===== config.mk =====
export PLATFORM = sky130hd
export DESIGN_NAME = sorted_array_priority_queue
export DESIGN_NICKNAME = d
export VERILOG_FILES = /design/src/sapq_pkg.sv /design/src/sapq_datapath.sv /design/src/sapq_ctrl.sv /design/src/sorted_array_priority_queue.sv
export SDC_FILE = /design/constraint.sdc
export NUM_CORES = 2
export LEC_CHECK = 0
export ABC_AREA = 1
export BUFFER_PORTS_ARGS = -buffer_cell sky130_fd_sc_hd__buf_4
export CAP_MARGIN = 10
export CELL_PAD_IN_SITES_DETAIL_PLACEMENT = 0
export CELL_PAD_IN_SITES_GLOBAL_PLACEMENT = 2
export CORE_MARGIN = 5
export CORE_UTILIZATION = 42
export CTS_CLUSTER_SIZE = 28
export DETAILED_ROUTE_END_ITERATION = 7
export GPL_ROUTABILITY_DRIVEN = 0
export PLACE_DENSITY_LB_ADDON = 0.08
export SLEW_MARGIN = 20
export SYNTH_ARGS = -nofsm -noshare
export SYNTH_HDL_FRONTEND = slang
export SYNTH_SLANG_ARGS = --single-unit

===== constraint.sdc =====
create_clock -name aclk -period 10.7 [get_ports aclk]
set_input_delay 1.07 -clock aclk [delete_from_list [all_inputs] [get_ports aclk]]
set_output_delay 1.07 -clock aclk [all_outputs]
set_load 0.02 [all_outputs]

===== src/sapq_pkg.sv =====
// Shared constants and types for the sorted-array priority queue.
`timescale 1ns / 1ps
`default_nettype none
package sapq_pkg;

    localparam int DEPTH   = 16;
    localparam int CNT_W   = $clog2(DEPTH + 1);
    localparam int VALUE_W = 32;
    localparam int PRIO_W  = 16;
    localparam int STAT_W  = 2;
    localparam int HELD_W  = 5;

    // Operation codes
    localparam logic OP_ENQ = 1'b0;
    localparam logic OP_DEQ = 1'b1;

    // Result status codes
    localparam logic [STAT_W-1:0] ST_OK    = 2'd0;
    localparam logic [STAT_W-1:0] ST_FULL  = 2'd1;
    localparam logic [STAT_W-1:0] ST_EMPTY = 2'd2;

    // Datapath actions chosen by the controller
    localparam logic [1:0] ACT_ENQ    = 2'd0;
    localparam logic [1:0] ACT_DEQ    = 2'd1;
    localparam logic [1:0] ACT_REJ_FULL  = 2'd2;
    localparam logic [1:0] ACT_REJ_EMPTY = 2'd3;

    typedef struct packed {
        logic       load;
        logic [1:0] action;
    } sapq_cmd_t;

    typedef struct packed {
        logic full;
        logic empty;
    } sapq_stat_t;

endpackage
`default_nettype wire


===== src/sapq_datapath.sv =====
// Slot register array with parallel compare-and-shift, fill count and result registers.
`timescale 1ns / 1ps
`default_nettype none
module sapq_datapath (
    input  wire logic                           aclk,
    input  wire logic                           aresetn,
    input  wire sapq_pkg::sapq_cmd_t            cmd,
    output sapq_pkg::sapq_stat_t                stat,
    input  wire logic signed [31:0]             value_in,
    input  wire logic [15:0]                    prio_in,
    output logic [1:0]                          status_out,
    output logic signed [31:0]                  value_out,
    output logic [4:0]                          entries_held
);
    import sapq_pkg::*;

    logic [VALUE_W-1:0] slot_value_reg [DEPTH];
    logic [VALUE_W-1:0] slot_value_next [DEPTH];
    logic [PRIO_W-1:0]  slot_prio_reg  [DEPTH];
    logic [PRIO_W-1:0]  slot_prio_next [DEPTH];
    logic [CNT_W-1:0]   fill_count_reg, fill_count_next;
    logic [DEPTH-1:0]   stay;

    logic [STAT_W-1:0]  status_reg, status_next;
    logic [VALUE_W-1:0] value_reg, value_next;
    logic [CNT_W+HELD_W-1:0] held_ext;

    always_comb begin
        stat.full  = (fill_count_reg == CNT_W'(DEPTH));
        stat.empty = (fill_count_reg == '0);
    end

    // Stored entries that outrank or tie the new priority form a prefix; they stay put
    always_comb begin
        for (int i = 0; i < DEPTH; i++) begin
            stay[i] = (CNT_W'(i) < fill_count_reg) && (slot_prio_reg[i] >= prio_in);
        end
    end

    always_comb begin
        for (int i = 0; i < DEPTH; i++) begin
            slot_value_next[i] = slot_value_reg[i];
            slot_prio_next[i]  = slot_prio_reg[i];
        end
        fill_count_next = fill_count_reg;
        status_next     = status_reg;
        value_next      = value_reg;
        if (cmd.load) begin
            value_next = '0;
            unique case (cmd.action)
                ACT_ENQ: begin
                    for (int i = 0; i < DEPTH; i++) begin
                        if (!stay[i]) begin
                            if (i == 0) begin
                                slot_value_next[i] = value_in;
                                slot_prio_next[i]  = prio_in;
                            end else if (stay[(i == 0) ? 0 : i - 1]) begin
                                slot_value_next[i] = value_in;
                                slot_prio_next[i]  = prio_in;
                            end else begin
                                slot_value_next[i] = slot_value_reg[(i == 0) ? 0 : i - 1];
                                slot_prio_next[i]  = slot_prio_reg[(i == 0) ? 0 : i - 1];
                            end
                        end
                    end
                    fill_count_next = fill_count_reg + 1'b1;
                    status_next     = ST_OK;
                end
                ACT_DEQ: begin
                    // advance every entry one place towards the front
                    for (int i = 0; i < DEPTH - 1; i++) begin
                        slot_value_next[i] = slot_value_reg[i + 1];
                        slot_prio_next[i]  = slot_prio_reg[i + 1];
                    end
                    value_next      = slot_value_reg[0];
                    fill_count_next = fill_count_reg - 1'b1;
                    status_next     = ST_OK;
                end
                ACT_REJ_FULL:  status_next = ST_FULL;
                ACT_REJ_EMPTY: status_next = ST_EMPTY;
                default:       status_next = ST_OK;
            endcase
        end
    end

    always_ff @(posedge aclk) begin
        for (int i = 0; i < DEPTH; i++) begin
            slot_value_reg[i] <= slot_value_next[i];
            slot_prio_reg[i]  <= slot_prio_next[i];
        end
        status_reg <= status_next;
        value_reg  <= value_next;
        if (!aresetn) begin
            fill_count_reg <= '0;
        end else begin
            fill_count_reg <= fill_count_next;
        end
    end

    assign held_ext     = {{HELD_W{1'b0}}, fill_count_reg};
    assign status_out   = status_reg;
    assign value_out    = value_reg;
    assign entries_held = held_ext[HELD_W-1:0];

endmodule
`default_nettype wire


===== src/sapq_ctrl.sv =====
// Handshake controller: chooses the datapath action and tracks the held result.
`timescale 1ns / 1ps
`default_nettype none
module sapq_ctrl (
    input  wire logic                 aclk,
    input  wire logic                 aresetn,
    input  wire logic                 s_valid,
    output logic                      s_ready,
    input  wire logic                 opcode,
    output logic                      m_valid,
    input  wire logic                 m_ready,
    output sapq_pkg::sapq_cmd_t       cmd,
    input  wire sapq_pkg::sapq_stat_t stat
);
    import sapq_pkg::*;

    localparam logic S_IDLE = 1'b0;
    localparam logic S_HOLD = 1'b1;

    logic state_reg, state_next;
    logic accept;

    // take a new item whenever the result slot is free or being drained
    assign s_ready = (state_reg == S_IDLE) || m_ready;
    assign accept  = s_valid && s_ready;
    assign m_valid = (state_reg == S_HOLD);

    always_comb begin
        cmd.load = accept;
        if (opcode == OP_ENQ) begin
            cmd.action = stat.full ? ACT_REJ_FULL : ACT_ENQ;
        end else begin
            cmd.action = stat.empty ? ACT_REJ_EMPTY : ACT_DEQ;
        end
    end

    always_comb begin
        state_next = state_reg;
        unique case (state_reg)
            S_IDLE:  if (accept) state_next = S_HOLD;
            S_HOLD:  if (m_ready && !accept) state_next = S_IDLE;
            default: state_next = S_IDLE;
        endcase
    end

    always_ff @(posedge aclk) begin
        if (!aresetn) begin
            state_reg <= S_IDLE;
        end else begin
            state_reg <= state_next;
        end
    end

    a_never_full_and_empty: assert property (@(posedge aclk) disable iff (!aresetn)
        !(stat.full && stat.empty))
        else $error("queue reports full and empty at once");

    a_accept_gives_result: assert property (@(posedge aclk) disable iff (!aresetn)
        accept |=> m_valid)
        else $error("accepted item produced no result");

    a_no_enq_when_full: assert property (@(posedge aclk) disable iff (!aresetn)
        (cmd.load && cmd.action == ACT_ENQ) |-> !stat.full)
        else $error("enqueue issued to a full queue");

    a_no_deq_when_empty: assert property (@(posedge aclk) disable iff (!aresetn)
        (cmd.load && cmd.action == ACT_DEQ) |-> !stat.empty)
        else $error("dequeue issued to an empty queue");

    a_drain_frees_slot: assert property (@(posedge aclk) disable iff (!aresetn)
        (m_valid && m_ready && !s_valid) |=> !m_valid)
        else $error("drained result still shown");

endmodule
`default_nettype wire


===== src/sorted_array_priority_queue.sv =====
// Top level of the sorted-array priority queue.
// Bounded priority queue of DEPTH (16) entries held in descending priority order;
// equal priorities leave in arrival order. One item is taken per clock cycle while
// m_ready is high: every slot compares its priority with the new one and shifts in
// the same cycle, and the result is registered, so it appears the cycle after
// acceptance and a new item is accepted in the cycle its predecessor's result is
// taken. The slot compare-and-shift sets this figure. An enqueue to a full queue
// returns status 1, a dequeue from an empty queue status 2, value_out zero.
`timescale 1ns / 1ps
`default_nettype none
module sorted_array_priority_queue (
    input  wire logic               aclk,
    input  wire logic               aresetn,
    input  wire logic               s_valid,
    output logic                    s_ready,
    input  wire logic               s_opcode,
    input  wire logic signed [31:0] s_value_in,
    input  wire logic [15:0]        s_prio_in,
    output logic                    m_valid,
    input  wire logic               m_ready,
    output logic [1:0]              m_status,
    output logic signed [31:0]      m_value_out,
    output logic [4:0]              m_entries_held
);
    import sapq_pkg::*;

    sapq_cmd_t  cmd;
    sapq_stat_t stat;

    sapq_ctrl u_ctrl (
        .aclk    (aclk),
        .aresetn (aresetn),
        .s_valid (s_valid),
        .s_ready (s_ready),
        .opcode  (s_opcode),
        .m_valid (m_valid),
        .m_ready (m_ready),
        .cmd     (cmd),
        .stat    (stat)
    );

    sapq_datapath u_datapath (
        .aclk         (aclk),
        .aresetn      (aresetn),
        .cmd          (cmd),
        .stat         (stat),
        .value_in     (s_value_in),
        .prio_in      (s_prio_in),
        .status_out   (m_status),
        .value_out    (m_value_out),
        .entries_held (m_entries_held)
    );

endmodule
`default_nettype wire

Word level (Yosys, flattened, before mapping)
Memory sizes are Yosys's and may differ from the RTL's.
Index checks and enable logic that the tools add are counted.
{"block": "totals", "regBits": 40, "ram_bits": 768, "in_bits": 53, "out_inout_bits": 41, "elab_cells": 146, "mem_count": 2}
{"block": "classes", "n_addsub": 2, "magnitude_cmp": 32, "n_eq_ne": 4, "n_mux": 76, "bitwise": 1, "n_reduce_logical": 25}
{"memory": "u_datapath.slot_value_reg", "words": 16, "word_bits": 32, "read_ports": 16, "rd_clocked_by_memory_dff": 0, "wr": 16, "line": "sapq_datapath.sv:17", "text": "logic [VALUE_W-1:0] slot_value_reg [DEPTH];"}
{"memory": "u_datapath.slot_prio_reg", "words": 16, "word_bits": 16, "read_ports": 16, "rd_clocked_by_memory_dff": 0, "wr": 16, "line": "sapq_datapath.sv:19", "text": "logic [PRIO_W-1:0] slot_prio_reg [DEPTH];"}
{"cell": "$mux W32", "count": 32}
{"cell": "$pmux W480 S2", "count": 1}
{"cell": "$mux W16", "count": 32}
{"cell": "$mux W512", "count": 1}
{"cell": "$pmux W240 S2", "count": 1}
{"cell": "$ge A16 B16 Y1", "count": 16}
{"cell": "$mux W256", "count": 1}
{"cell": "$lt A4 B5 Y1 const A", "count": 8}
{"cell": "$lt A3 B5 Y1 const A", "count": 4}
{"cell": "$logic_and A1 B1 Y1", "count": 18}
{"cell": "$lt A1 B5 Y1 const A", "count": 2}
{"cell": "$lt A2 B5 Y1 const A", "count": 2}
{"cell": "$pmux W5 S2", "count": 1}
{"cell": "$mux W2", "count": 3}
{"cell": "$pmux W2 S3", "count": 1}
{"cell": "$add A5 B1 Y5 const B", "count": 1}
{"cell": "$eq A5 B5 Y1 const B", "count": 1}
{"cell": "$logic_not A5 Y1", "count": 1}
{"cell": "$sub A5 B1 Y5 const B", "count": 1}
{"cell": "$eq A2 B2 Y1 const B", "count": 2}
{"cell": "$eq A2 B1 Y1 const B", "count": 1}
{"cell": "$logic_not A2 Y1", "count": 1}
{"cell": "$mux W1", "count": 2}
{"cell": "$pmux W1 S2", "count": 1}
{"cell": "6 further kinds", "count": 6}

Logic depth before layout (Yosys ltp)
{"block": "logic_depth", "ltp_word": 7, "depth_mapped": 17}

Modules after synthesis
A second synthesis with hierarchy kept.
{"block": "hier_totals", "cells_unflattened": 6586, "area_unflattened_um2": 50717.4}
{"mod": "sapq_datapath", "n_inst": 1, "cells_per_inst": 6574, "area_each_um2": 50638.6, "seq_area_each_um2": 24183.2}
{"mod": "sapq_ctrl", "n_inst": 1, "cells_per_inst": 12, "area_each_um2": 78.8, "seq_area_each_um2": 20.0}

Worst setup path after synthesis
OpenSTA, ideal clock, no wires.
{"block": "synth_timing", "kind": "input -> register", "start": "in s_prio_in[7]", "end": "mem u_datapath.slot_prio_reg[15][0], enable pin", "setup_ps": 469, "arrival_ps": 5006, "slack_ps": 5224, "cell_stages": 9, "path_buffers": 1, "cell_sequence": "inv_1 > clkbuf_1 > ha_1 > a21oi_1 > o21ai_0 > o21bai_1 > nand2_1 > nand3_1 > a21oi_1"}
{"element": "start: declaration", "line": "sorted_array_priority_queue.sv:18", "text": "input wire logic [15:0] s_prio_in,"}
{"element": "end: declaration", "line": "sapq_datapath.sv:19"}

==> implementation parameters <==
Parameter                              Value

Layout
  Layout fillers ... between 10k and 15k
  Area growth from synthesis to layout ... 9.29%
  Max FFs per register ... approximately 500
  Share of cells above drive strength 1 ... 0.0590
  Layout net count ... around 6.8k

Synthesis
  Flip-flop and latch count after synthesis ... a little over 800
  Main flop type after synthesis ... sky130_fd_sc_hd__edfxtp_1
  Synthesized area per cell ... 7.72 µm²
  Cell type with the largest total area after synthesis ... sky130_fd_sc_hd__edfxtp_1
  Number of enable-type register cells in the synthesized netlist ... between 800 and 900
  Asr flop ratio synth ... 0
  Netlist area before placement ... 50900 µm²
  Yosys warns ... 0
  Area share of the largest cell type after synthesis ... 0.473
  Syn nets ... 6911
  Top-count cell post-synth ... sky130_fd_sc_hd__nand2_1
  Commonest cells in the synthesized netlist ... 2481 x sky130_fd_sc_hd__nand2_1, 1403 x sky130_fd_sc_hd__nand3_1, 823 x sky130_fd_sc_hd__inv_1, 802 x sky130_fd_sc_hd__edfxtp_1, 259 x sky130_fd_sc_hd__ha_1
  Number of instances in the synthesized netlist ... about 6.6k
  Distinct cells, synth ... 32
  Seq/Total Area, Yosys ... 0.475
  Synth top area cells ... sky130_fd_sc_hd__edfxtp_1 47%, sky130_fd_sc_hd__nand2_1 18%, sky130_fd_sc_hd__nand3_1 14%, sky130_fd_sc_hd__ha_1 6.4%, sky130_fd_sc_hd__inv_1 6.1%

Power
  Power share of the combinational group ... 0.292
  Worst VDD drop ... between 0.0001 and 0.00015 V
  Net switching component of the power ... 4.25 mW
  Power Internal ... roughly 7.1 mW
  Clock power share ... 0.306
  Total chip power ... ~11 mW
  Reg power frac ... 0.402
  Ratio of total power to cell area ... 204 nW/µm²
  Leakage ... about 27 nW
  Net switching share of the total power ... 0.375

Setup path
  Crit path arrival time ... approximately 4900 ps
  Critical path start-end classification ... in2reg
  Type of destination of the critical path ... register
  Cell with the largest stage delay on the worst path ... sky130_fd_sc_hd__buf_4
  Maximum fanout count along the critical path ... 49
  Crit-path max cell delay ... around 610 ps
  Startpoint kind of the worst setup timing path ... input port
  Required time of the critical path ... 11020 ps
  Cell Chain, Critical Path ... buf_4 > inv_1 > buf_4 > ha_1 > nand2_1 > inv_1 > o21bai_1 > a21oi_1 > nor2_1 > nand2_2 > buf_4 > nand2_2 > buf_4 > o21ai_0 > clkinv_2 > buf_4
  Register-to-Register Path Depth ... 9
  Most used cell along the critical path ... sky130_fd_sc_hd__buf_4

Timing
  Pins over their slew limit ... 0
  Final critical delay including setup and external delays ... 4550 ps
  Number of failing setup endpoints in the final timing report ... 0
  Period Utilization, post-route ... 0.425
  Highest attainable clock frequency ... approximately 220 MHz
  Layout Skew ... about 27 ps
  Final-layout setup total negative slack ... 0 ps
  Max_slew headroom ... 0.217
  Slew at the pin closest to its max-slew limit ... roughly 1200 ps
  Count of endpoints failing hold in the final timing report ... 0
  RSZ-0062 raised after global routing ... false

Clock tree
  Number of clock sinks seen by CTS ... between 800 and 900
  Number of H-tree branching levels ... 3
  TritonCTS Buffers ... 100
  CTS Hold Buffers Added ... 0
  Maximum number of buffers from clock root to sink ... 3
  Number of post-CTS setup repair buffers ... 0
  Clock tree root buffer cell ... sky130_fd_sc_hd__clkbuf_16
  Post-CTS sizing ... 0
  Clock slew at reported path FFs ... about 60 ps
  Worst-Skew Late Latency ... approximately 710 ps
  TritonCTS clock tree ... built

Route
  Number of routed nets with antenna violations ... 0
  Via count ... roughly 45k
  Number of design-rule violations left by the first detailed-router iteration ... about 5.2k
  Number of detailed-route iterations in the first pass ... 8
  Routed vias/inst ... between 5 and 6
  Post-route DRC violation count ... 0
  Average detailed-routed wire length per instance ... 23.7 µm
  Total wire length after detailed routing ... between 150000 and 200000 µm

Global routing
  Wire length of the first global-routing pass ... 283000 µm
  Largest net degree at the start of global routing ... 187
  Global-route congestion overflow total ... 0
  Antenna violations before repair ... 4
  Total track usage ... 0.293
  Number of global-route vias before repair ... roughly 41k

Die
  Placeable core area ... between 100000 and 150000 µm²
  Vertical extent of the die ... 358 µm
  Std-Cell Rows ... 127
  Effective utilization at floorplan ... 0.424
  Die width ... roughly 360 µm
  Number of primary I/O pins ... between 90 and 100
  Area of the die ... 128000 µm²

Run
  Number of max-capacitance violations reported ... 0

Worst hold path
  Path category of the worst min-delay check ... reg2reg
  Hold Crit Depth ... 2

Placement
  Detail Placement HPWL ... 124000 µm
  Port-buffer cells ... a little over 90

Run status
  Status ... finished clean
## placed cells by master, fill, tap and decap left out, types with 3 or more instances in the layout
cell | Yosys | routed
sky130_fd_sc_hd__nand2_1 | 2481 | 2458
sky130_fd_sc_hd__nand3_1 | 1403 | 1401
sky130_fd_sc_hd__inv_1 | 823 | 806
sky130_fd_sc_hd__edfxtp_1 | 802 | 802
sky130_fd_sc_hd__ha_1 | 259 | 259
sky130_fd_sc_hd__buf_4 | 64 | 179
sky130_fd_sc_hd__a21oi_1 | 118 | 116
sky130_fd_sc_hd__nor2_1 | 101 | 101
sky130_fd_sc_hd__clkbuf_16 | 0 | 101
sky130_fd_sc_hd__o21ai_0 | 82 | 82
sky130_fd_sc_hd__clkinv_2 | 0 | 26
sky130_fd_sc_hd__clkinv_1 | 0 | 23
sky130_fd_sc_hd__nand2_2 | 1 | 22
sky130_fd_sc_hd__clkbuf_1 | 182 | 19
sky130_fd_sc_hd__nor3_1 | 16 | 16
sky130_fd_sc_hd__nand4_1 | 13 | 13
sky130_fd_sc_hd__o21bai_1 | 13 | 13
sky130_fd_sc_hd__inv_2 | 6 | 13
sky130_fd_sc_hd__bufinv_16 | 0 | 11
sky130_fd_sc_hd__o21ai_1 | 14 | 8
sky130_fd_sc_hd__o21ai_4 | 0 | 6
sky130_fd_sc_hd__dfxtp_1 | 6 | 6
sky130_fd_sc_hd__inv_16 | 0 | 4
sky130_fd_sc_hd__nor4_1 | 3 | 3
sky130_fd_sc_hd__clkinvlp_4 | 0 | 3
sky130_fd_sc_hd__buf_12 | 0 | 3
## through the flow
stage	hold WS (ps)	cell area, µm²	std cells	worst slack, ps	utilization
after global routing	531	55600	8134	5910	0.463
after global placement	499	52400	7952	5460	0.436
after CTS	512	55600	8134	6160	0.463
final	512	55600	8135	6150	0.463
after detailed placement	503	52400	7952	5440	0.436
after floorplan	495	50900	6599	5220	-
## power groups by stage
stage,clock (mW),combinational [mW],sequential [mW]
after floorplan,0,2.25,4.46
after global placement,0,3.25,4.60
after detailed placement,0,3.28,4.61
after CTS,3.53,3.29,4.54
after global routing,3.65,3.69,4.59
final,3.48,3.32,4.56
## final cells by class
type	instances	area (µm²)	area share
Timing Repair Buffer	182	1400	0.0252
Antenna cell	1	2.50	0.0000450
Clock inverter	62	632	0.0114
Multi-Input combinational cell	4521	21700	0.389
Sequential cell	808	24200	0.435
Inverter	829	3130	0.0563
Clock buffer	120	2600	0.0467
Tap cell	1612	2020	0.0362
## worst max-delay path: cells and delay by family
kind                     cells  cell delay [ps]
adder cells (fa/ha/maj)      1              360
buffers and inverters        8             2590
AND/OR/NAND/NOR              4              390
AO/OA/AOI/OAI                3              390
## layer usage
metal | GRT usage | part of all wire | wire (µm)
met2 | 0.406 | 0.40 | 77700
met1 | 0.472 | 0.49 | 94000
met5 | 0 | 0 | 0
met4 | 0.0516 | 0.017 | 3210
met3 | 0.0589 | 0.092 | 17700
## worst paths after layout
kind	from	to	slack [ps]
worst max register to register	u_datapath.entries_held[4]	u_datapath.slot_value_reg[0][48]	6150
worst min-delay path	u_datapath.slot_value_reg[1][251]	u_datapath.slot_value_reg[1][219]	510
worst min register to register	u_datapath.slot_value_reg[1][251]	u_datapath.slot_value_reg[1][219]	510
worst max-delay path	s_prio_in[9]	u_datapath.slot_value_reg[0][48]	6150
## cells by family after synthesis
group | synth area share
compound gates | 0.0242
xor+xnor | 0.000516
fa+ha+maj | 0.0636
flops | 0.475
simple gates | 0.333
buf+inv | 0.103
No activity file was read; power rests on OpenSTA's default activity.
